**src/design/fmpf_pkg.sv**
```systemverilog
package fmpf_pkg;
   localparam int MaxRules = 32;
   localparam int NumHooks = 5;
   localparam int IdxW = $clog2(MaxRules);
   localparam int CntW = $clog2(MaxRules + 1);

   localparam logic [1:0] OP_CLASSIFY = 2'd0;
   localparam logic [1:0] OP_APPEND = 2'd1;
   localparam logic [1:0] OP_DELETE = 2'd2;
   localparam logic [1:0] OP_FLUSH = 2'd3;

   localparam logic [1:0] TGT_ACCEPT = 2'd0;
   localparam logic [1:0] TGT_DROP = 2'd1;
   localparam logic [1:0] TGT_REJECT = 2'd2;
   localparam logic [1:0] TGT_NAT = 2'd3;

   localparam logic [7:0] PROTO_ICMP = 8'd1;

   typedef struct packed {
      logic [31:0] src;
      logic [31:0] smask;
      logic [31:0] dst;
      logic [31:0] dmask;
      logic [15:0] sport;
      logic [15:0] dport;
      logic [2:0]  hook;
      logic [3:0]  indev;
      logic [3:0]  outdev;
      logic [7:0]  proto;
      logic [1:0]  target;
   } rule_type;

   // controller to datapath
   typedef struct packed {
      logic          load;    // capture item
      logic          write;   // write held rule at count
      logic          shift;   // move entry ptr+1 to ptr
      logic          step;    // examine entry ptr
      logic          dec;
      logic          flush;
      logic [IdxW-1:0] ptr;
   } cmd_type;

   // datapath to controller
   typedef struct packed {
      logic [CntW-1:0] count;
      logic [1:0]      op;
      logic            hook_ok;
      logic            app_ok;
      logic            del_ok;
      logic [IdxW-1:0] del_idx;
      logic            hit_final;  // examined rule decides
   } stat_type;
endpackage

```
**src/design/fmpf_ctrl.sv**
```systemverilog
module fmpf_ctrl (
   input  logic               clock,
   input  logic               reset,
   input  logic               req_valid,
   output logic               req_ready,
   output logic               rsp_valid,
   input  logic               rsp_ready,
   output logic               rsp_status,
   input  fmpf_pkg::stat_type stat,
   output fmpf_pkg::cmd_type  cmd
);
   typedef enum logic [2:0] {
      IDLE, DECODE, READ, CHECK, SHIFT, RESP
   } state_type;

   state_type state_ff;
   logic [fmpf_pkg::IdxW-1:0] ptr_ff;
   logic status_ff;

   logic last;
   assign last = ({1'b0, ptr_ff} + 1'b1) >= {1'b0, stat.count};

   assign req_ready = (state_ff == IDLE) || (state_ff == RESP && rsp_ready);
   assign rsp_valid = (state_ff == RESP);
   assign rsp_status = status_ff;

   always_comb begin
      cmd = '0;
      cmd.ptr = ptr_ff;
      cmd.load = req_valid && req_ready;
      case (state_ff)
         DECODE: begin
            if (stat.op == fmpf_pkg::OP_APPEND && stat.app_ok) cmd.write = 1'b1;
            if (stat.op == fmpf_pkg::OP_FLUSH) cmd.flush = 1'b1;
         end
         READ: begin
            if (stat.op == fmpf_pkg::OP_DELETE) cmd.ptr = ptr_ff + 1'b1;
         end
         CHECK: cmd.step = 1'b1;
         SHIFT: begin
            cmd.shift = !last;
            cmd.dec = last;
         end
         default: ;
      endcase
   end

   // read issued in READ (ptr, or ptr+1 for delete); data valid in CHECK/SHIFT
   always_ff @(posedge clock) begin
      if (reset) begin
         state_ff <= IDLE;
         ptr_ff <= '0;
         status_ff <= 1'b0;
      end else begin
         case (state_ff)
            IDLE: if (req_valid) state_ff <= DECODE;
            DECODE: begin
               case (stat.op)
                  fmpf_pkg::OP_CLASSIFY: begin
                     status_ff <= 1'b0;
                     ptr_ff <= '0;
                     state_ff <= (stat.hook_ok && stat.count != '0) ? READ : RESP;
                  end
                  fmpf_pkg::OP_APPEND: begin
                     status_ff <= !stat.app_ok;
                     state_ff <= RESP;
                  end
                  fmpf_pkg::OP_DELETE: begin
                     status_ff <= !stat.del_ok;
                     ptr_ff <= stat.del_idx;
                     state_ff <= stat.del_ok ? READ : RESP;
                  end
                  default: begin
                     status_ff <= 1'b0;
                     state_ff <= RESP;
                  end
               endcase
            end
            READ: state_ff <= (stat.op == fmpf_pkg::OP_DELETE) ? SHIFT : CHECK;
            CHECK: begin
               if (stat.hit_final || last) begin
                  state_ff <= RESP;
               end else begin
                  ptr_ff <= ptr_ff + 1'b1;
                  state_ff <= READ;
               end
            end
            SHIFT: begin
               if (last) begin
                  state_ff <= RESP;
               end else begin
                  ptr_ff <= ptr_ff + 1'b1;
                  state_ff <= READ;
               end
            end
            RESP: if (rsp_ready) state_ff <= req_valid ? DECODE : IDLE;
            default: state_ff <= IDLE;
         endcase
      end
   end

   a_rsp_hold: assert property (@(posedge clock) disable iff (reset)
      rsp_valid && !rsp_ready |=> rsp_valid) else $error("response dropped");
   a_no_overlap: assert property (@(posedge clock) disable iff (reset)
      (cmd.step || cmd.shift) |-> !req_ready) else $error("busy but ready");
   a_write_decode: assert property (@(posedge clock) disable iff (reset)
      cmd.write |-> state_ff == DECODE) else $error("stray write");
endmodule

```
**config.mk**
```make
export PLATFORM = sky130hd
export DESIGN_NAME = fmpf_ctrl
export DESIGN_NICKNAME = d
export VERILOG_FILES = /design/src/design/fmpf_pkg.sv /design/src/design/fmpf_ctrl.sv
export SDC_FILE = /design/constraint.sdc
export NUM_CORES = 1
export LEC_CHECK = 0
export BUFFER_PORTS_ARGS = -buffer_cell sky130_fd_sc_hd__buf_4
export CORE_UTILIZATION = 45
export CTS_CLUSTER_SIZE = 8
export DETAILED_ROUTE_END_ITERATION = 12
export PLACE_DENSITY = 0.75
export SYNTH_ARGS = -nofsm -noshare
export SYNTH_HDL_FRONTEND = slang
export SYNTH_SLANG_ARGS = --single-unit
```
**constraint.sdc**
```tcl
create_clock -name clock -period 2.4 [get_ports clock]
set_clock_uncertainty 0.2 [all_clocks]
set_input_delay 0.24 -clock clock [delete_from_list [all_inputs] [get_ports clock]]
set_output_delay 0.24 -clock clock [all_outputs]
set_load 0.05 [all_outputs]
```
==> Word-level counts from Yosys, hierarchy flattened <==
Cells that the tools add are included.
{ "word_totals": {"elab_cells": 58, "input_bits": 21, "ff_bits": 9} }
{ "op_classes": {"n_eq_ne": 13, "magnitude_cmp": 1, "mux": 24, "n_reduce_logical": 15, "add_sub_neg": 2} }
{ "ops": {"columns": ["operator", "n"], "rows": [
  ["$mux 3", 7],
  ["$mux 5", 4],
  ["$pmux 3 s6", 1],
  ["$pmux 5 s3", 1],
  ["$pmux 5 s2", 1],
  ["$mux 1", 8],
  ["$add 5x1->6 const B", 1],
  ["$eq 3x2->1 const B", 2],
  ["$eq 3x3->1 const B", 2],
  ["$ge 6x6->1", 1],
  ["$ne 2x2->1 const B", 3],
  ["$pmux 3 s2", 1],
  ["$reduce_bool 6->1", 1],
  ["$add 5x1->5 const B", 1],
  ["$eq 2x2->1 const B", 2],
  ["$logic_and 1x1->1", 4],
  ["$reduce_and 4->1", 1],
  ["$eq 3x1->1 const B", 1],
  ["$logic_not 1->1", 3],
  ["$logic_not 3->1", 1],
  ["$ne 3x2->1 const B", 1],
  ["$reduce_bool 3->1", 1],
  ["$eq 2x1->1 const B", 1],
  ["$logic_not 2->1", 1],
  ["4 further kinds", 5]
]} }

==> Logic depth before layout (Yosys ltp) <==
Gate-level depths: netlist of the first run.
{ "depth": {"word_depth": 5, "depth_mapped": 9} }

==> Worst setup path after synthesis of the first run <==
No wires, ideal clock.
{ "synth_timing": {"path_kind": "reg2reg", "startpoint": "reg ptr_ff[2] (netlist name)", "endpoint": "reg ptr_ff[0] (netlist name)", "path_slack_ns": -0.112, "synth_period_minus_slack_ns": 2.512, "arrival_ns": 2.189, "path_stages_with_launch": 10, "path_cell_list": "dfxtp_1 > clkbuf_1 > nand3_1 > xnor2_1 > ha_1 > a21o_1 > a311oi_2 > o21ai_2 > a22o_4 > mux2_1"} }
{ "synth_via": {"elab_chain_len": 5} }
{ "synth_lines": {"columns": ["element", "line", "rtl"], "rows": [
  ["start: declaration", "fmpf_ctrl.sv:17", "logic [fmpf_pkg::IdxW-1:0] ptr_ff;"],
  ["start signal: assignment", "fmpf_ctrl.sv:70", "ptr_ff <= stat.del_idx;"],
  ["start signal: assignment", "fmpf_ctrl.sv:84", "ptr_ff <= ptr_ff + 1'b1;"],
  ["start signal: assignment", "fmpf_ctrl.sv:92", "ptr_ff <= ptr_ff + 1'b1;"],
  ["$add 5x1->6 *", "fmpf_ctrl.sv:21", "assign last = ({1'b0, ptr_ff} + 1'b1) >= {1'b0, stat.count};"],
  ["$ge 6x6->1 *", "fmpf_ctrl.sv:21", null],
  ["$logic_or 1x1->1", "fmpf_ctrl.sv:81", "if (stat.hit_final || last) begin"],
  ["$ne 2x2->1 (no source line)", null, null],
  ["$reduce_and 4->1 (no source line) *", null, null]
]} }
Every way passes the cells marked *; elsewhere a longest branch is shown, timed or not.
A chain may end at the register's enable or synchronous reset.

==> results of run 1 <==
==> logic make-up after synthesis <==
logic type | Yosys count | share of synthesized area, %
buffers and inverters | 23 | 8.543
adders and majority gates | 11 | 13.24
xor gates and xnor gates | 7 | 5.897
AOI/OAI and AO/OA | 36 | 25.63
muxes | 7 | 7.460
DFF | 9 | 17.33
and+or+nand+nor | 40 | 21.90
==> metrics by stage <==
| stage | instances | instance area [sq um] | utilization (%) |
|---|---|---|---|
| after global placement | 205 | 1456 | 66.48 |
| final | 217 | 1704 | 77.78 |
| after global routing | 217 | 1704 | 77.78 |
| after floorplan | 133 | 1085 | - |
| after CTS | 216 | 1665 | 76.01 |
| after detailed placement | 205 | 1456 | 66.48 |
==> layer usage <==
layer  up-vias  GRT usage (%)  share of wire (%)
met2        35          56.67                 55
met4         0          5.714               0.39
li1        589              -                  -
met5         -              0                  0
met3         2          6.173                3.2
met1       587          32.35                 41
==> worst max-delay path: cells and delay by family (launching register included) <==
family | cells | cell delay (ns)
AO/OA/AOI/OAI | 1 | 0.28
AND/OR/NAND/NOR | 2 | 0.36
adder cells (fa/ha/maj) | 2 | 0.44
buffers and inverters | 2 | 0.27
flip-flops | 1 | 0.37
XOR/XNOR | 1 | 0.16
==> cell usage after synthesis, drive strengths merged (2+ instances only) <==
library cell and n:
nor3b 2, a21oi 11, dfxtp 9, nor2b 2, nor2 3, ha 11
nand3 8, o21ai 3, o31ai 2, a211oi 3, and2 6, nand4 2
a21o 3, a221oi 3, xor2 2, xnor2 5, o211ai 2, clkbuf 3
nor3 2, nand2 6, buf 2, nand2b 3, mux2 6, inv 18
==> registers in the layout, indices dropped and copies added, names as in the netlist <==
register    flops
ptr_ff          5
state_ff        3
rsp_status      1
==> power groups by stage <==
stage / sequential, mW / combinational, mW / clock, mW
after floorplan: 0.208 / 0.403 / 0
after global placement: 0.213 / 0.575 / 0
after detailed placement: 0.216 / 0.584 / 0
after CTS: 0.218 / 0.670 / 0.119
after global routing: 0.227 / 0.746 / 0.131
final: 0.225 / 0.706 / 0.116
==> what timing repair did <==
| item | CTS | global route |
|---|---|---|
| pin swaps | 12 | 3 |
| endpoints found under the setup margin | 7 | 8 |
| hold endpoints to repair | 0 | 0 |
| setup buffers | 7 | 1 |
| resized for setup | 26 | 5 |
==> cell type report <==
type | count | area share [%]
well taps | 28 | 2.056
inverters | 18 | 3.965
clock buffers | 4 | 1.542
repair buffers | 57 | 26.21
flip-flops and latches | 9 | 11.23
multi-input cells | 101 | 54.99
==> worst paths after layout <==
kind                            from                       to  slack, ns  cells past startpoint
max           ptr_ff[0]$_SDFFE_PP0P_                   cmd[6]      -0.18                      8
min                            reset   ptr_ff[2]$_SDFFE_PP0P_       0.04                      2
max reg2reg   ptr_ff[0]$_SDFFE_PP0P_   ptr_ff[1]$_SDFFE_PP0P_      -0.13                     10
min reg2reg  rsp_status$_SDFFE_PP0P_  rsp_status$_SDFFE_PP0P_       0.28                      2
==> key figures, run 1 <==
Timing
  • Tightest Pin Transition: 0.9246 ns
  • Slew margin rel.: 37.39%
  • Final Cycle Share: 107.6%
  • Setup slack after layout: -0.1827 ns
  • Fin Hold WS: ~0.037 ns
  • Fin. max-slew vios: 0
  • Final-report setup violation count: 8
  • RSZ-0062 raised after global routing: yes
  • Peak Freq: 0.3872 GHz
  • Total Neg Setup Slack: -0.8446 ns
  • Period minus WS final: 2.583 ns
  • Final hold violation count: 0

Synthesis
  • Seq cells post-synth: 9
  • Synth Instances: 133
  • Syn Nets: 165
  • Synth Warn #: 0
  • Dominant cells by area after synthesis: dfxtp_1 (17%), ha_1 (13%), inv_1 (6.5%), a21oi_1 (5.3%), xnor2_1 (4.2%)
  • Synthesized cell area: 1040 sq um
  • Sequential element share of the synthesized area: 17.33%
  • Ys flop type: dfxtp_1
  • Synth area leader: dfxtp_1
  • Async set-or-reset flop fraction in the synthesized netlist: 0%
  • Post-synth EDFFs: 0
  • Top cell type's share of synthesized area: 17.33%
  • Library cells used by synthesis: 43
  • Syn Area/Cell: 7.818 sq um

Floorplanning
  • DIE HEIGHT: 50.07 microns
  • Core area: 2191 sq um
  • Die ar.: 2507 sq um
  • Die width: 50.07 microns
  • FP Rows: 17
  • IO Pins: 35
  • Starting Density: 47.46%

Clock network
  • Clock tree buffer depth: 2
  • Clock Pin Slew Worst Setup and Hold Paths: 0.06 ns
  • CTS H-tree lvls: 1
  • Clk_lat worst skew: 0.26 ns
  • Hold Buf Count CTS: 0
  • Clk root buf: clkbuf_4
  • TritonCTS clock tree: done
  • Inserted Clock Buffers: 3
  • Clock sink total: 9

Power
  • Switching Power: 481.4 uW
  • IR Drop Worst-Case VDD: 0.4039 mV
  • Power density cells: between 600 and 700 nW/um^2
  • Sequential share of power: 21.4%
  • Comb pwr share: 67.4%
  • Power share of the clock group: 11.1%
  • Overall Power: 1.047 mW
  • P_leak: 0.8042 nW
  • Switching part of the total power: 45.99%
  • Internal power: 565.4 uW

Final layout
  • Diodes inserted: 0
  • Area taken by flip-flops and latches: roughly 190 sq um
  • Multi-input logic area: 937.1 sq um
  • Commonest non-fill, non-tap cells in the layout: buf_4 (54), inv_1 (17), a21oi_1 (9)
  • Area Overhead vs Synth: 63.90%
  • Fill cells: 145
  • Ratio of cells with drive above 1 in the final layout: 48.68%
  • Layout net count: between 200 and 250
  • Commonest non-fill, non-tap cell in the layout: buf_4

Worst setup path
  • Worst Path Required: 1.96 ns
  • Crit-path slowest cell: dfxtp_4
  • Cells along the critical path: ha_4, buf_6, xor2_4, ha_4, nand4_1, o211ai_1, and2b_2, buf_8
  • Worst setup path class: reg -> out
  • Worst path max stage delay: between 0.3 and 0.4 ns
  • Crit-path max FO: 5
  • Critical path launch point type: flip-flop
  • Most used cell, CP: ha_4
  • Crit path DAT: roughly 2.1 ns
  • CP Capture Type: output pin

GRT
  • Global-route wire length before repair: roughly 5.5 mm
  • Pin count of the biggest net entering global routing: 12
  • Remaining global-route overflow: 0
  • Antenna violations before repair: 0
  • Vias in the first global route: ~1,200
  • GRT Util Overall: 29.48%

Place
  • GPL Wtd Cong: a little over 0.8
  • PortBufs: 34
  • Setup WS pre-CTS: -0.09219 ns
  • Post-DP HPWL: 2.329 mm

Flow run
  • Max cap viols: 0

Drt
  • Initial drt markers: 27
  • Via density per instance: 5.590
  • DR pass1 iterations: 4
  • Vias post-DR: 1,213
  • Total Routed Length: 3.553 mm
  • Avg WL per Cell: 16.37 microns
  • Post-route DRC: 0
  • Antenna-violating nets left: 0

Hold path
  • Hold Path Class: in -> reg

Outcome
  • Run status: complete, but fails checks
  • Violated checks: negative setup slack
No activity file was read; power rests on OpenSTA's default activity.
==> run 2, diff against run 1 <==
--- a/config.mk
+++ b/config.mk
@@ -10,6 +10,7 @@
 export CTS_CLUSTER_SIZE = 8
 export DETAILED_ROUTE_END_ITERATION = 12
 export PLACE_DENSITY = 0.75
+export SKIP_LAST_GASP = 1
 export SYNTH_ARGS = -nofsm -noshare
 export SYNTH_HDL_FRONTEND = slang
 export SYNTH_SLANG_ARGS = --single-unit
==> constraint.sdc (replaced) <==
create_clock -name clock -period 2.4 [get_ports clock]
set_clock_uncertainty 0.2 [all_clocks]
set_input_delay 0.24 -clock clock [delete_from_list [all_inputs] [get_ports clock]]
set_output_delay 0.24 -clock clock [all_outputs]
set_load 0.005 [all_outputs]
==> run 2 against run 1 <==
Against the previous run:
- largest cell class unchanged
- final area increased by 0.81%
- sequential power grew 2%
- hold slack better by 0.015 ns
- the flow still finishes with violations (negative setup slack)
- sequential share of layout area about the same
- power is 11% lower
- register-to-register slack lost 0.04 ns
- sequential cell count unchanged
==> key figures, run 2 (synthesized netlist as in run 1, its figures left out) <==
Floorplanning
  • Die width: between 50 and 60 microns
  • DIE HEIGHT: roughly 50 microns
  • FP Rows: 17
  • Starting Density: approximately 47%
  • Die ar.: approximately 2500 sq um
  • Core area: 2191 sq um
  • IO Pins: 35

Drt
  • Initial drt markers: 21
  • Total Routed Length: 3.510 mm
  • Avg WL per Cell: between 15 and 20 microns
  • DR pass1 iterations: 4
  • Antenna-violating nets left: 0
  • Vias post-DR: 1,217
  • Post-route DRC: 0
  • Via density per instance: between 5 and 6

GRT
  • Global-route wire length before repair: 5.347 mm
  • Met1 Usage GRT: between 30% and 40%
  • GRT Util Overall: 28.62%
  • Antenna violations before repair: 0
  • GRT busiest layer: met2
  • Met2 Use GR: about half
  • Vias in the first global route: 1,223
  • Remaining global-route overflow: 0
  • Met3 Usage GRT: 3.395%
  • Pin count of the biggest net entering global routing: 12

Place
  • Post-DP HPWL: between 2 and 2.5 mm
  • PortBufs: 34
  • Setup WS pre-CTS: -0.09417 ns
  • GPL Wtd Cong: 0.7908
  • Area after DPL: between 1000 and 1500 sq um

Final layout
  • Commonest non-fill, non-tap cell in the layout: buf_4
  • Layout net count: between 200 and 250
  • Commonest non-fill, non-tap cells in the layout: buf_4 (55), inv_1 (17), a21oi_1 (10)
  • Number of flip-flops in the largest register: 5
  • Most flop-heavy register: ptr_ff
  • Layout Utilization: roughly four fifths
  • Fill cells: 149
  • Area Overhead vs Synth: 65.22%
  • Ratio of cells with drive above 1 in the final layout: 49.48%
  • Diodes inserted: 0
  • Fin area: 1718 sq um

Power
  • IR Drop Worst-Case VDD: ~0.47 mV
  • Power density cells: approximately 540 nW/um^2
  • Overall Power: 927.8 uW
  • P_leak: between 0.8 and 0.9 nW

Clock network
  • Clk_lat worst skew: 0.26 ns
  • Clock tree buffer depth: 2
  • Inserted Clock Buffers: 3
  • TritonCTS clock tree: done
  • Clock Pin Slew Worst Setup and Hold Paths: 0.06 ns
  • Clock sink total: 9
  • CTS H-tree lvls: 1
  • Clk root buf: clkbuf_4

Timing
  • Fin. max-slew vios: 0
  • Slew margin rel.: 41.09%
  • Period minus WS final: 2.596 ns
  • Tightest Pin Transition: between 0.8 and 0.9 ns
  • Final hold violation count: 0
  • RSZ-0062 raised after global routing: yes
  • Final-report setup violation count: 8
  • Peak Freq: 0.3852 GHz
  • Fin Hold WS: 0.05205 ns
  • Setup slack after layout: -0.1959 ns
  • Final Cycle Share: 108.2%

Hold path
  • Hold Path Class: in -> reg
  • Hold Crit Endpoint: rsp_status$_SDFFE_PP0P_
  • Min-delay src: reset
  • Hold path depth: 2

Worst setup path
  • Critical path launch point type: flip-flop
  • R2R setup slack: -0.17 ns
  • FF-to-FF Start: ptr_ff[0]$_SDFFE_PP0P_
  • Crit-path max FO: 5
  • Bufs and invs on worst path: 4
  • Crit-path slowest cell: dfxtp_4
  • Worst setup path class: reg -> out
  • Cells along the critical path: ha_4, buf_6, xor2_4, ha_4, a21o_1, a311oi_2, o21ai_4, buf_6, inv_4, buf_6
  • CP Capture Type: output pin
  • Worst path max stage delay: ~0.38 ns
  • Crit path DAT: between 2 and 2.5 ns
  • RR Endpoint: ptr_ff[4]$_SDFFE_PP0P_
  • R2r worst-path depth: 11
  • Top delay family on crit path: compound AO/OA/AOI/OAI gates
  • Worst Path Required: 1.96 ns
  • Most used cell, CP: buf_6

Outcome
  • Violated checks: negative setup slack
  • Run status: complete, but fails checks

Flow run
  • Max cap viols: 0
## run 2: changes by cell type in the layout (fill, tap and decap cells not counted), sizes merged
cell  before  now
buf       57   60
## run 2: layout make-up
class / count / area, sq um / area share [%]
multi-input cells: 101 / 924.6 / 53.82
repair buffers: 60 / 469.2 / 27.31
flip-flops and latches: 9 / 192.7 / 11.22
inverters: 18 / 70.07 / 4.079
well taps: 28 / 35.03 / 2.039
clock buffers: 4 / 26.28 / 1.529
## run 2: worst reg2reg max path: stages, from the launching register on
cell	delay (ns)
dfxtp_4	0.38
ha_4	0.18
buf_6	0.13
xor2_4	0.15
ha_4	0.16
a21o_1	0.21
a311oi_2	0.32
o21ai_4	0.11
buf_6	0.15
buf_6	0.11
a221oi_2	0.27
a211oi_1	0.10
## run 2: where the power goes
group / internal [mW] / leakage (nW) / total [mW] / switching (mW)
sequential: 0.180 / 0.0762 / 0.230 / 0.0496
clock: 0.0641 / 0.0150 / 0.117 / 0.0533
combinational: 0.318 / 0.710 / 0.581 / 0.263
## run 2: metal layers
metal / vias up / wire, microns
li1: 595 / -
met1: 575 / 1469
met2: 39 / 1835
met3: 8 / 131
met4: 0 / 73
met5: - / 0
## run 2: worst max path at each step
| stage | from | depth (start not counted) | slack (ns) | to |
|---|---|---|---|---|
| final | ptr_ff[0]$_SDFFE_PP0P_ | 10 | -0.20 | cmd[8] |
| after global routing | ptr_ff[0]$_SDFFE_PP0P_ | 9 | -0.27 | cmd[8] |
| after CTS | ptr_ff[1]$_SDFFE_PP0P_ | 9 | -0.15 | cmd[6] |
| after detailed placement | ptr_ff[3]$_SDFFE_PP0P_ | 8 | -0.09 | ptr_ff[1]$_SDFFE_PP0P_ |
| after global placement | ptr_ff[3]$_SDFFE_PP0P_ | 8 | -0.02 | ptr_ff[0]$_SDFFE_PP0P_ |
| after floorplan | ptr_ff[0]$_SDFFE_PP0P_ | 9 | 0.005 | ptr_ff[0]$_SDFFE_PP0P_ |
## run 2: through the flow
step	setup TNS (ns)	std cells
floorplan	0	133
global placement	-0.04892	206
detailed placement	-0.3159	206
CTS	-0.5823	215
global route	-1.731	220
finish	-1.145	220
## run 2: timing repair
| item | in CTS | in global routing |
|---|---|---|
| endpoints found under the setup margin | 7 | 10 |
| gates resized for setup | 27 | 8 |
| pin swaps | 13 | 9 |
| buffers inserted | 5 | 5 |
| hold buffers | 0 | 0 |
